===== src/motor_overcurrent_trip_detector_assert.svh =====
// Assertion macros for the overcurrent trip detector.
// Each macro expects clk and rst_n in scope at the point of use.
`ifndef MOTOR_OVERCURRENT_TRIP_DETECTOR_ASSERT_SVH
`define MOTOR_OVERCURRENT_TRIP_DETECTOR_ASSERT_SVH

// Same-cycle implication
`define MOCTD_ASSERT_NOW(lbl, ante, cons, msg) \
  lbl: assert property (@(posedge clk) disable iff (!rst_n) (ante) |-> (cons)) \
    else $error(msg);

// Next-cycle implication
`define MOCTD_ASSERT_NEXT(lbl, ante, cons, msg) \
  lbl: assert property (@(posedge clk) disable iff (!rst_n) (ante) |=> (cons)) \
    else $error(msg);

`endif


===== src/moctd_pkg.sv =====
// Shared types and constants for the overcurrent trip detector.
// No dependencies; used by moctd_eval and the top level.
package moctd_pkg;

  // Configuration register indexes
  localparam logic [2:0] REG_UPPER_LIMIT    = 3'd0;
  localparam logic [2:0] REG_LOWER_LIMIT    = 3'd1;
  localparam logic [2:0] REG_NEAR_WINDOW    = 3'd2;
  localparam logic [2:0] REG_RESET_WINDOW   = 3'd3;
  localparam logic [2:0] REG_TRIP_LIMIT     = 3'd4;
  localparam logic [2:0] REG_RECOVERY_TICKS = 3'd5;

  // Register reset values
  localparam logic signed [15:0] UPPER_LIMIT_RST    = 16'sd20000;
  localparam logic signed [15:0] LOWER_LIMIT_RST    = -16'sd20000;
  localparam logic [7:0]         NEAR_WINDOW_RST    = 8'd10;
  localparam logic [7:0]         RESET_WINDOW_RST   = 8'd50;
  localparam logic [7:0]         TRIP_LIMIT_RST     = 8'd30;
  localparam logic [15:0]        RECOVERY_TICKS_RST = 16'd5000;

  localparam logic [7:0] BURST_MAX = 8'd255;

  typedef struct packed {
    logic [31:0]        now_ticks;
    logic               motor_running;
    logic signed [15:0] current_d;
    logic signed [15:0] current_q;
  } in_word_t;

  typedef struct packed {
    logic        stop_motor;
    logic        fault_active;
    logic        fault_cleared;
    logic [15:0] trip_total;
  } out_word_t;

  typedef struct packed {
    logic signed [15:0] upper_limit;
    logic signed [15:0] lower_limit;
    logic [7:0]         near_window;
    logic [7:0]         reset_window;
    logic [7:0]         trip_limit;
    logic [15:0]        recovery_ticks;
  } cfg_t;

  typedef struct packed {
    logic [7:0]  burst_count;
    logic [31:0] last_overload_time;
    logic        fault_latched;
    logic [15:0] trip_counter;
  } det_state_t;

endpackage


===== src/moctd_eval.sv =====
// One detection pass: next detector state and result word from the current
// state, configuration and input word. Depends on moctd_pkg.
module moctd_eval (
  input  moctd_pkg::in_word_t   item,
  input  moctd_pkg::cfg_t       cfg,
  input  moctd_pkg::det_state_t cur,
  output moctd_pkg::det_state_t nxt,
  output moctd_pkg::out_word_t  res
);

  logic [31:0] gap;
  logic        clear_hit;
  logic        over_d;
  logic        over_q;
  logic        overload;
  logic        near_hit;
  logic        far_hit;
  logic [7:0]  burst_inc;
  logic        trip_hit;

  // Gap to the last overload, modulo 2^32
  assign gap = item.now_ticks - cur.last_overload_time;

  // Recovery check comes first
  assign clear_hit = cur.fault_latched && (gap >= {16'd0, cfg.recovery_ticks});

  // Overload detection on both axes
  assign over_d = ($signed(item.current_d) >= $signed(cfg.upper_limit)) ||
                  ($signed(item.current_d) <= $signed(cfg.lower_limit));
  assign over_q = ($signed(item.current_q) >= $signed(cfg.upper_limit)) ||
                  ($signed(item.current_q) <= $signed(cfg.lower_limit));
  assign overload = item.motor_running && (over_d || over_q);

  // Burst classification; saturate the increment
  assign near_hit  = gap <= {24'd0, cfg.near_window};
  assign far_hit   = gap >= {24'd0, cfg.reset_window};
  assign burst_inc = (cur.burst_count == moctd_pkg::BURST_MAX) ?
                     cur.burst_count : cur.burst_count + 8'd1;
  assign trip_hit  = overload && near_hit && (burst_inc >= cfg.trip_limit);

  // Advance state
  always_comb begin
    nxt = cur;
    if (clear_hit) begin
      nxt.fault_latched = 1'b0;
    end
    if (overload) begin
      nxt.last_overload_time = item.now_ticks;
      if (near_hit) begin
        nxt.burst_count = burst_inc;
        if (trip_hit) begin
          nxt.burst_count   = 8'd0;
          nxt.fault_latched = 1'b1;
          nxt.trip_counter  = cur.trip_counter + 16'd1;
        end
      end else if (far_hit) begin
        nxt.burst_count = 8'd0;
      end
    end
  end

  // Build the result word
  always_comb begin
    res.stop_motor    = trip_hit;
    res.fault_active  = nxt.fault_latched;
    res.fault_cleared = clear_hit;
    res.trip_total    = nxt.trip_counter;
  end

endmodule


===== src/motor_overcurrent_trip_detector.sv =====
// Overcurrent trip detector: an accepted word is held in the input register, and its result
// is then loaded into the output register once that register is free to take it.
// Throughput one word per cycle while the output is not stalled; the input register feeds one detection pass
// whose result lands in the output register as the detector state updates.
// Synchronous active-low reset clears state to zero and registers to defaults.
// Depends on moctd_pkg, moctd_eval and the assertion macro header.
module motor_overcurrent_trip_detector (
  input  logic                 clk,
  input  logic                 rst_n,
  input  logic                 in_valid,
  output logic                 in_stall,
  input  moctd_pkg::in_word_t  in_data,
  output logic                 out_valid,
  input  logic                 out_stall,
  output moctd_pkg::out_word_t out_data,
  input  logic                 cfg_we,
  input  logic [2:0]           cfg_index,
  input  logic [15:0]          cfg_wdata
);

  `include "motor_overcurrent_trip_detector_assert.svh"

  moctd_pkg::cfg_t       cfg_r;
  moctd_pkg::det_state_t state_r;
  moctd_pkg::det_state_t state_nxt;
  moctd_pkg::in_word_t   item_r;
  logic                  item_valid_r;
  logic                  item_valid_nxt;
  moctd_pkg::out_word_t  res_nxt;
  moctd_pkg::out_word_t  out_data_r;
  logic                  out_valid_r;
  logic                  out_valid_nxt;
  logic                  in_accept;
  logic                  adv;
  logic                  out_load;

  // Handshake: the result register drains or refills every cycle it can
  assign adv       = !out_valid_r || !out_stall;
  assign out_load  = item_valid_r && adv;
  assign in_stall  = item_valid_r && !adv;
  assign in_accept = in_valid && !in_stall;

  assign out_valid = out_valid_r;
  assign out_data  = out_data_r;

  // Configuration registers
  always_ff @(posedge clk) begin
    if (!rst_n) begin
      cfg_r.upper_limit    <= moctd_pkg::UPPER_LIMIT_RST;
      cfg_r.lower_limit    <= moctd_pkg::LOWER_LIMIT_RST;
      cfg_r.near_window    <= moctd_pkg::NEAR_WINDOW_RST;
      cfg_r.reset_window   <= moctd_pkg::RESET_WINDOW_RST;
      cfg_r.trip_limit     <= moctd_pkg::TRIP_LIMIT_RST;
      cfg_r.recovery_ticks <= moctd_pkg::RECOVERY_TICKS_RST;
    end else if (cfg_we) begin
      case (cfg_index)
        moctd_pkg::REG_UPPER_LIMIT:    cfg_r.upper_limit    <= cfg_wdata;
        moctd_pkg::REG_LOWER_LIMIT:    cfg_r.lower_limit    <= cfg_wdata;
        moctd_pkg::REG_NEAR_WINDOW:    cfg_r.near_window    <= cfg_wdata[7:0];
        moctd_pkg::REG_RESET_WINDOW:   cfg_r.reset_window   <= cfg_wdata[7:0];
        moctd_pkg::REG_TRIP_LIMIT:     cfg_r.trip_limit     <= cfg_wdata[7:0];
        moctd_pkg::REG_RECOVERY_TICKS: cfg_r.recovery_ticks <= cfg_wdata;
        default: ;
      endcase
    end
  end

  // Detection pass
  moctd_eval u_eval (
    .item (item_r),
    .cfg  (cfg_r),
    .cur  (state_r),
    .nxt  (state_nxt),
    .res  (res_nxt)
  );

  // Valid flags for the two stages
  always_comb begin
    item_valid_nxt = item_valid_r;
    if (in_accept) begin
      item_valid_nxt = 1'b1;
    end else if (adv) begin
      item_valid_nxt = 1'b0;
    end
    out_valid_nxt = out_valid_r;
    if (out_load) begin
      out_valid_nxt = 1'b1;
    end else if (!out_stall) begin
      out_valid_nxt = 1'b0;
    end
  end

  // Control and detector state
  always_ff @(posedge clk) begin
    if (!rst_n) begin
      item_valid_r <= 1'b0;
      out_valid_r  <= 1'b0;
      state_r      <= '0;
    end else begin
      item_valid_r <= item_valid_nxt;
      out_valid_r  <= out_valid_nxt;
      if (out_load) begin
        state_r <= state_nxt;
      end
    end
  end

  // Payload registers
  always_ff @(posedge clk) begin
    if (in_accept) begin
      item_r <= in_data;
    end
    if (out_load) begin
      out_data_r <= res_nxt;
    end
  end

  // Checks
  `MOCTD_ASSERT_NOW(a_stop_latches, out_valid_r && out_data_r.stop_motor, out_data_r.fault_active, "stop without latched fault")
  `MOCTD_ASSERT_NOW(a_stall_needs_item, in_stall, item_valid_r && out_valid_r, "input stalled with free stage")
  `MOCTD_ASSERT_NEXT(a_state_holds, !out_load, $stable(state_r), "detector state moved without a pass")
  `MOCTD_ASSERT_NEXT(a_trip_clears_burst, out_load && res_nxt.stop_motor, state_r.burst_count == 8'd0, "burst count not cleared on trip")

endmodule


===== config.mk =====
export PLATFORM = sky130hd
export DESIGN_NAME = motor_overcurrent_trip_detector
export DESIGN_NICKNAME = d
export VERILOG_FILES = /design/src/moctd_pkg.sv /design/src/moctd_eval.sv /design/src/motor_overcurrent_trip_detector.sv
export VERILOG_INCLUDE_DIRS = /design/src /design/src/src
export SDC_FILE = /design/constraint.sdc
export NUM_CORES = 1
export LEC_CHECK = 0
export BUFFER_PORTS_ARGS = -buffer_cell sky130_fd_sc_hd__buf_2
export CAP_MARGIN = 15
export CORE_UTILIZATION = 55
export CTS_BUF_LIST = sky130_fd_sc_hd__clkbuf_8
export DETAILED_ROUTE_END_ITERATION = 8
export PLACE_DENSITY = 0.77
export RECOVER_POWER = 50
export SLEW_MARGIN = 20
export SYNTH_ARGS = -nofsm -noshare
export SYNTH_HDL_FRONTEND = slang
export SYNTH_HIERARCHICAL = 1
export SYNTH_SLANG_ARGS = --single-unit

===== constraint.sdc =====
create_clock -name clk -period 4.47 [get_ports clk]
set_input_delay 0.894 -clock clk [delete_from_list [all_inputs] [get_ports clk]]
set_output_delay 0.894 -clock clk [all_outputs]
set_load 0.05 [all_outputs]

[Yosys cells after proc, flatten, opt, wreduce, memory -nomap -nowiden]
Cells that the tools add are included.
Operators by class
  $mul: 0
  shift operators: 0
  reduce and logical (&&, ||, !) cells: 26
  div/mod/pow operators: 0
  magnitude comparators: 8
  equality and inequality tests: 7
  bitwise operators: 0
  mux-type cells: 12
  $add $sub $neg: 3
Operators by type and width (count)
  $mux W17: 3
  $ge A16 B16 Y1: 2
  $ge A32 B16 Y1: 1
  $ge A32 B8 Y1: 1
  $le A16 B16 Y1: 2
  $le A32 B8 Y1: 1
  $mux W8: 4
  $sub A32 B32 Y32: 1
  $add A16 B1 Y16 const B: 1
  $reduce_and A2 Y1: 7
  $add A8 B1 Y8 const B: 1
  $eq A8 B8 Y1 const B: 1
  $ge A8 B8 Y1: 1
  $logic_and A1 B1 Y1: 7
  $eq A3 B2 Y1 const B: 2
  $eq A3 B3 Y1 const B: 2
  $mux W1: 5
  $logic_not A1 Y1: 4
  $logic_or A1 B1 Y1: 4
  $reduce_bool A2 Y1: 2
  $eq A3 B1 Y1 const B: 1
  $logic_not A3 Y1: 1
  $reduce_and A3 Y1: 1
  $ne A2 B1 Y1 const B: 1
Word-level totals
  input port bits: 89
  latch bits: 0
  memories kept: 0
  memory bits (writable): 0
  output and inout bits: 21
  word-level logic and storage cells: 76
  register bits after elaboration: 215
  ROM bits: 0

[Depth between registers and ports, before layout]
Gate-level depths: netlist of the first run.
  word-level depth: 9
  depth in mapped cells: 20
  gate-level depth less buffers: 18

[By module]
The synthesis of the first run kept the hierarchy.
Modules (own cells, without submodules)
  motor_overcurrent_trip_detector: seq. area each 5144.9 µm², instances 1, cells an instance 615, area an instance 7683.6 µm²
  moctd_eval: seq. area each 0.0 µm², instances 1, cells an instance 847, area an instance 6062.1 µm²

[Worst setup path after synthesis of the first run]
Ideal clock, no wire load.
  path type: in2reg
  start point: in out_stall
  end point: reg item_r[0] (netlist name) (enable)
  required time: 3.975 ns
  setup time: 0.495 ns
  arrival: 4.208 ns
  slack: -0.232 ns
  cell stages on the path: 2
  buffers on the path: 0
  path through: and3_1 nor2b_1
Between the ends
  cells in the longest elaborated chain, start to end: 6
RTL lines
  from (decl): line motor_overcurrent_trip_detector.sv:14  | input logic out_stall,
  $logic_not A1 Y1
  $logic_or A1 B1 Y1: line motor_overcurrent_trip_detector.sv:38  | assign adv = !out_valid_r || !out_stall;
  $logic_not A1 Y1: line motor_overcurrent_trip_detector.sv:40  | assign in_stall = item_valid_r && !adv;
  $logic_and A1 B1 Y1: line motor_overcurrent_trip_detector.sv:40
  $logic_not A1 Y1: line motor_overcurrent_trip_detector.sv:41  | assign in_accept = in_valid && !in_stall;
  $logic_and A1 B1 Y1: line motor_overcurrent_trip_detector.sv:41
  net in_accept: line motor_overcurrent_trip_detector.sv:33  | logic in_accept;
  to (signal assigned): line motor_overcurrent_trip_detector.sv:111  | item_r <= in_data;
  to (decl): line motor_overcurrent_trip_detector.sv:26  | moctd_pkg::in_word_t item_r;
The timed path passes the listed nets, and every way through them passes these cells.
A chain may end at the register's enable or synchronous reset.

==> results of run 1 <==
[registers in the layout (all words and copies together) (netlist names)]
signal / count
out_valid: 1
item_r: 65
item_valid_r: 1
cfg_r: 72
state_r: 57
out_data: 19
[power groups by stage]
stage,combinational (mW),sequential [mW],clock [mW]
final,0.870,2.16,1.81
after global routing,0.960,2.16,1.95
after CTS,0.857,2.15,1.84
after detailed placement,0.849,2.20,0
after global placement,0.826,2.19,0
after floorplan,0.596,2.21,0
[stage by stage]
step	util	power, mW	instance area, sq um
5_1_grt	0.622	5.07	15200
6_report	0.622	4.83	15200
3_3_place_gp	0.592	3.02	14400
3_5_place_dp	0.592	3.04	14400
4_1_cts	0.623	4.85	15200
2_1_floorplan	-	2.81	13700
[synth_stat cells, types with 5 or more instances]
master     count
inv_1        116
a211oi_1      12
dfxtp_1      131
mux2i_1      133
nor3_2         8
o211ai_1      14
and3_1         6
nand4_1       31
buf_2         19
a2111oi_0      5
a22o_1         7
nand2b_1      14
buf_4         21
nor3_1        14
o21a_1        13
o21bai_1       7
nor2b_1       52
a31oi_1        5
clkbuf_1      33
and4_1         6
ha_1         137
mux2_2        33
nor2_1        46
o21ai_0       28
nand3_1       26
nand2_1      237
nor4_1        14
o22ai_1        8
xnor2_1       14
a21oi_1       64
a21o_1        25
xor2_1        19
edfxtp_1      84
a211o_1        5
[layout make-up]
cell class / instances / area share
Sequential cell: 215 / 0.339
Clock inverter: 27 / 0.0112
Inverter: 116 / 0.0287
Timing Repair Buffer: 121 / 0.0435
Tap cell: 324 / 0.0267
Clock buffer: 42 / 0.0381
Multi-Input combinational cell: 1052 / 0.513
[layout by cell type (no fill, tap or decap), types with 8 or more instances in the layout]
cell,instances
nand3_1,26
clkbuf_8,42
nor2b_1,51
nand2_1,237
xor2_1,19
mux2i_1,133
mux2_2,33
a21oi_1,63
o21ai_0,28
ha_1,137
a211oi_1,11
nor4_1,14
dfxtp_1,131
xnor2_1,14
o211ai_1,14
a21o_1,25
o21a_1,13
nor3_1,14
nand2b_1,14
nor3_2,8
edfxtp_1,84
nor2_1,46
nand4_1,31
buf_2,103
inv_1,135
o22ai_1,8
[timing repair]
action / CTS / global route
setup endpoints to repair: 0 / 8
resized for setup: 0 / 2
hold buffers: 0 / 0
buffers inserted: 0 / 0
[metal layers]
| layer | vias up | global-route usage |
|---|---|---|
| met3 | 44 | 0.0364 |
| met2 | 298 | 0.393 |
| met5 | - | 0 |
| met4 | 0 | 0.0636 |
| li1 | 5346 | - |
| met1 | 5071 | 0.334 |
[logic make-up (layout without fill, tap and decap cells)]
logic type               Yosys count  after routing  synth area share
flip-flops                       215            215             0.374
buffers and inverters            195            306            0.0629
AND/OR/NAND/NOR                  485            485             0.178
AO/OA/AOI/OAI                    229            229             0.113
XOR/XNOR                          33             33            0.0210
adder cells (fa/ha/maj)          138            138             0.126
multiplexers                     167            167             0.125
[critical path: cells and delay by family (launching register included)]
kind	cells	cell delay, ps
AOI/OAI and AO/OA	3	910
xor gates and xnor gates	1	130
adders and majority gates	2	620
buffers and inverters	1	50
DFF	1	330
muxes	1	60
and+or+nand+nor	7	1820
[final timing paths]
path / startpoint / endpoint / slack [ps]
worst max-delay path: item_r[33] / state_r[9] / 300
worst max register to register: item_r[33] / state_r[9] / 300
worst min register to register: cfg_r[42] / cfg_r[42] / 460
worst min-delay path: cfg_r[42] / cfg_r[42] / 460
==> metrics.txt, run 1 <==
outcome complete, but fails checks; failing checks capacitance limit, slew limit; I/O Pins 110; RSZ-0062 raised after global routing false; latest clock arrival within the worst-skew pair 540 ps; routed vias/inst 5.67; Die H 160 microns; CP required 4780 ps; final wirelength 31100 microns; final clock skew 14.7 ps; Place WS 307 ps; DR iter-0 viols 755; GR Util All Layers 0.241; Leakage 6.47 nW; ANT nets after route 0; Synth cell types 84; Clock power frac 0.374; WHS 458 ps; area of the multi-input gates 7780 sq um; met2 wire length 14300 microns; Post-Syn Nets 1689; Initial Utilization 0.564; met3 wire len 1720 microns; Clock Path Buffers 3; final setup fails 0; Clk pin slew, worst setup/hold paths 60 ps; Detailed Routing Iterations Pass 1 5; routed metal-1 wire length 14500 microns; top sig layer met4; placer's final routability congestion estimate 0.946; fillers 2051; number of CTS-inserted buffers 38; Antenna diodes 0; via count 10800; Syn Inst Count 1462; Pins Over Slew Limit 220; antenna violations before repair 0; vias in the first global route 10400; PortBufs 109; max incr delay on CP 460 ps; top cell type's share of synthesized area 0.191; Cell Count, Final, Fillers Out 1897; Async SR Flop Fraction 0; die area 25600 sq um; Max Fclk 240 MHz; CP Max Fanout 17; # DRC 0; Psw 1.39 mW; sequential fraction of the synthesis area 0.374; depth of the worst hold-timing path 2; Placeable Area 24400 sq um; clk sinks 215; Std-Cell Rows 57; TritonCTS clock tree yes; FF+latch area 5140 sq um; post-route minimum period 4170 ps; YS warnings 6; number of H-tree levels 2; Synth area leaders dfxtp_1 19%, edfxtp_1 18%, ha_1 12%, mux2i_1 9.7%, nand2_1 6.5%; Sw Share 0.287; Cells after DPL 1828; total negative slack 0 ps; Internal Power 3.45 mW; Synth area leader dfxtp_1; EDFF count, synth 84; share of cells above drive strength 1 0.144; Worst-Margin Slew 2790 ps; Layout Nets 1771; CP Launch Type flip-flop; Die X 160 microns; Max VDD drop 215 uV; Routed WL per cell 16.4 microns; combinational power share 0.180; power per cell area 318 nW/um^2; maxcap violations 4; final worst-path setup slack 302 ps; ys flop type dfxtp_1; HP Class reg2reg; pin count of the biggest net entering global routing 130; crit path DAT 4480 ps; worst-path cell chain inv_1 -> ha_1 -> fa_1 -> and2b_1 -> o2111ai_2 -> a211o_1 -> and3b_1 -> nand2b_4 -> a311o_1 -> nor4b_4 -> nand4_4 -> nor4_1 -> xor2_1 -> nand2_1 -> mux2i_1; period utilization 0.932; Synth Area per Inst 9.40 sq um; Final Hold Viols 0; synthesized cell area 13700 sq um; root buffer cell clkbuf_8; DP Wirelength 23300 microns; first-pass GRT wire length 51000 microns; Slew headroom -0.866; Reg2Reg Depth 15; kind of critical path reg2reg; Crit. End Element flip-flop; number of synthesized register bits 215; Reg power frac 0.446; slowest stage cell, crit path nor4_1; grt total ovfl 0; Area Overhead vs Synth 10.4%
Note: power is estimated with default switching activity, not from simulation.
==> run 2: changes to the inputs <==
ABC_AREA = 1   (was not set)
CTS_CLUSTER_DIAMETER = 80   (was not set)
==> run 2 against run 1 <==
Effect of this change:
- the flow still finishes with violations (capacitance limit, slew limit)
- sequential share of layout area decreased by 0.86 points
- total power increased by 7.7%
- die area increased by 3.2%
- highest routed layer unchanged
- largest power group unchanged
- cell area increased by 2.6%
- hold slack improved by 14 ps
- first-iteration DRC count increased by 31%
- via count increased by 19%
- clock power about the same
- combinational power increased by 36%
- critical path type unchanged
==> metrics.txt, run 2 <==
Routed WL per cell 13.8 microns; final clock skew 27.4 ps; Slew headroom -0.478; ys flop type dfxtp_1; CP top delay family simple AND/OR/NAND/NOR gates; Max VDD drop 233 uV; Leakage 8.04 nW; number of H-tree levels 2; ANT nets after route 0; RSZ-0062 raised after global routing false; Largest register FFs 72; antenna violations before repair 0; grt total ovfl 0; maxcap violations 1; sequential fraction of the synthesis area 0.363; fillers 2389; Std-Cell Rows 58; crit-path most repeated cell nand2_1; via count 12800; top cell type's share of synthesized area 0.185; Cell Area, Placed 14800 sq um; CTS-repair resized insts 0; Final Hold Viols 0; Crit. End Element flip-flop; failing checks capacitance limit, slew limit; Worst-Margin Slew 2220 ps; Die H 163 microns; Die X 163 microns; largest registers cfg_r x72, item_r x65, state_r x57; WP buf/inv 4; Max Fclk 269 MHz; Initial Utilization 0.562; worst-path cell chain inv_1 -> ha_1 -> fa_1 -> inv_1 -> nand2_1 -> nand2_1 -> and2_1 -> xor2_1 -> ha_1 -> nand2_1 -> nor2_1 -> nand2_1 -> o211ai_1 -> nand2_1 -> inv_1 -> nor2_4 -> nand3_4 -> nor2_8 -> nand3_1 -> nand2_1 -> nand2_1 -> inv_1 -> o21ai_0 -> nor2_1; total negative slack 0 ps; post-cts hold buffer count 0; Synth Area per Inst 6.97 sq um; final wirelength 34400 microns; DR iter-0 viols 986; CP required 4940 ps; CP Launch Type flip-flop; Antenna diodes 0; PortBufs 109; final setup fails 0; # DRC 0; CP Max Fanout 27; postcts setup bufs 0; I/O Pins 110; pin count of the biggest net entering global routing 112; routed vias/inst 5.14; clk sinks 215; DP Wirelength 26100 microns; most frequent cells after synthesis 569 x nand2_1, 329 x inv_1, 292 x nor2_1; largest register by flop count cfg_r; Post-Syn Nets 2263; placer's final routability congestion estimate 0.919; Detailed Routing Iterations Pass 1 6; area of the multi-input gates 7380 sq um; Synth area leader dfxtp_1; TritonCTS clock tree yes; HP Class reg2reg; YS warnings 6; post-route minimum period 3720 ps; GR Util All Layers 0.265; Clk pin slew, worst setup/hold paths 60 ps; number of CTS-inserted buffers 38; commonest non-fill, non-tap cell in the layout nand2_1; max incr delay on CP 410 ps; Placeable Area 25300 sq um; die area 26500 sq um; Async SR Flop Fraction 0; outcome complete, but fails checks; period utilization 0.832; slowest stage cell, crit path fa_1; power per cell area 334 nW/um^2; EDFF count, synth 84; post-route cell area 15600 sq um; Pins Over Slew Limit 112; number of synthesized register bits 215; latest clock arrival within the worst-skew pair 550 ps; FF+latch area 5140 sq um; Area Overhead vs Synth 9.68%; root buffer cell clkbuf_8; most frequent cells in the layout 570 x nand2_1, 340 x inv_1, 292 x nor2_1; first-pass GRT wire length 56500 microns; synthesized cell area 14200 sq um; Syn Inst Count 2036; vias in the first global route 11900; crit path DAT 4190 ps; Synth area leaders dfxtp_1 18%, edfxtp_1 18%, nand2_1 15%, ha_1 12%, inv_1 8.7%; Synth cell types 51; kind of critical path reg2reg; Clock Path Buffers 3; Layout Nets 2354; top-count cell post-synth nand2_1; share of cells above drive strength 1 0.103
run 2: cell count changes in the layout (fill, tap and decap cells not counted), sizes merged, moves of 11 or more:
cell / change
a21o: -23
nand2: +352
a211oi: -11
inv: +214
nand3: +108
nand2b: -15
nor4: -13
o211ai: -13
o21ai: +75
nor2b: -52
mux2i: -133
mux2: -33
nor2: +259
run 2: area by class of cell:
class,count,area share
inverter,338,0.0815
multi-input combinational,1417,0.474
sequential,215,0.331
clock buffer,45,0.0398
clock inverter,22,0.00852
tap,330,0.0265
timing repair buffer,117,0.0389
run 2: final timing paths:
path	from	end	slack [ps]	cells past startpoint
setup / recovery	item_r[33]	state_r[4]	750	24
hold / removal	cfg_r[8]	cfg_r[8]	470	2
setup reg to reg	item_r[33]	state_r[4]	750	24
hold reg to reg	cfg_r[8]	cfg_r[8]	470	2
run 2: power breakdown:
group	switching, mW	total [mW]	internal, mW
clock network	0.835	1.81	0.978
registers	0.0651	2.22	2.15
logic	0.773	1.18	0.404
total	1.67	5.20	3.53
run 2: routing by layer:
layer	up-vias	GRT usage	wire [microns]
met5	-	0	0
met4	0	0.0896	872
met3	69	0.0385	1900
met2	318	0.437	15800
met1	5792	0.355	15800
li1	6584	-	-
run 2: cell families after synthesis:
logic type,Yosys count,share of synthesized area
AOI/OAI and AO/OA,177,0.0659
xor gates and xnor gates,14,0.00917
adders and majority gates,138,0.122
buffers and inverters,404,0.118
DFF,215,0.363
muxes,1,0.000793
and+or+nand+nor,1087,0.322
run 2: worst reg2reg max path, stage by stage, from the launching register on:
cell,delay [ps]
edfxtp_1,320
inv_1,50
ha_1,220
fa_1,410
inv_1,120
nand2_1,60
nand2_1,70
and2_1,150
xor2_1,370
ha_1,310
nand2_1,60
nor2_1,40
nand2_1,60
o211ai_1,70
nand2_1,110
inv_1,80
nor2_4,120
nand3_4,120
nor2_8,340
nand3_1,140
nand2_1,90
nand2_1,50
inv_1,50
o21ai_0,80
nor2_1,170
run 2: per-stage QoR:
step | power (mW) | util | setup slack (ps) | instances | hold slack, ps
2_1_floorplan | 3.11 | - | 1250 | 2036 | 429
3_3_place_gp | 3.37 | 0.587 | 919 | 2417 | 441
6_report | 5.20 | 0.616 | 751 | 2484 | 472
3_5_place_dp | 3.41 | 0.587 | 765 | 2417 | 448
5_1_grt | 5.52 | 0.616 | 414 | 2484 | 497
4_1_cts | 5.23 | 0.617 | 753 | 2484 | 470
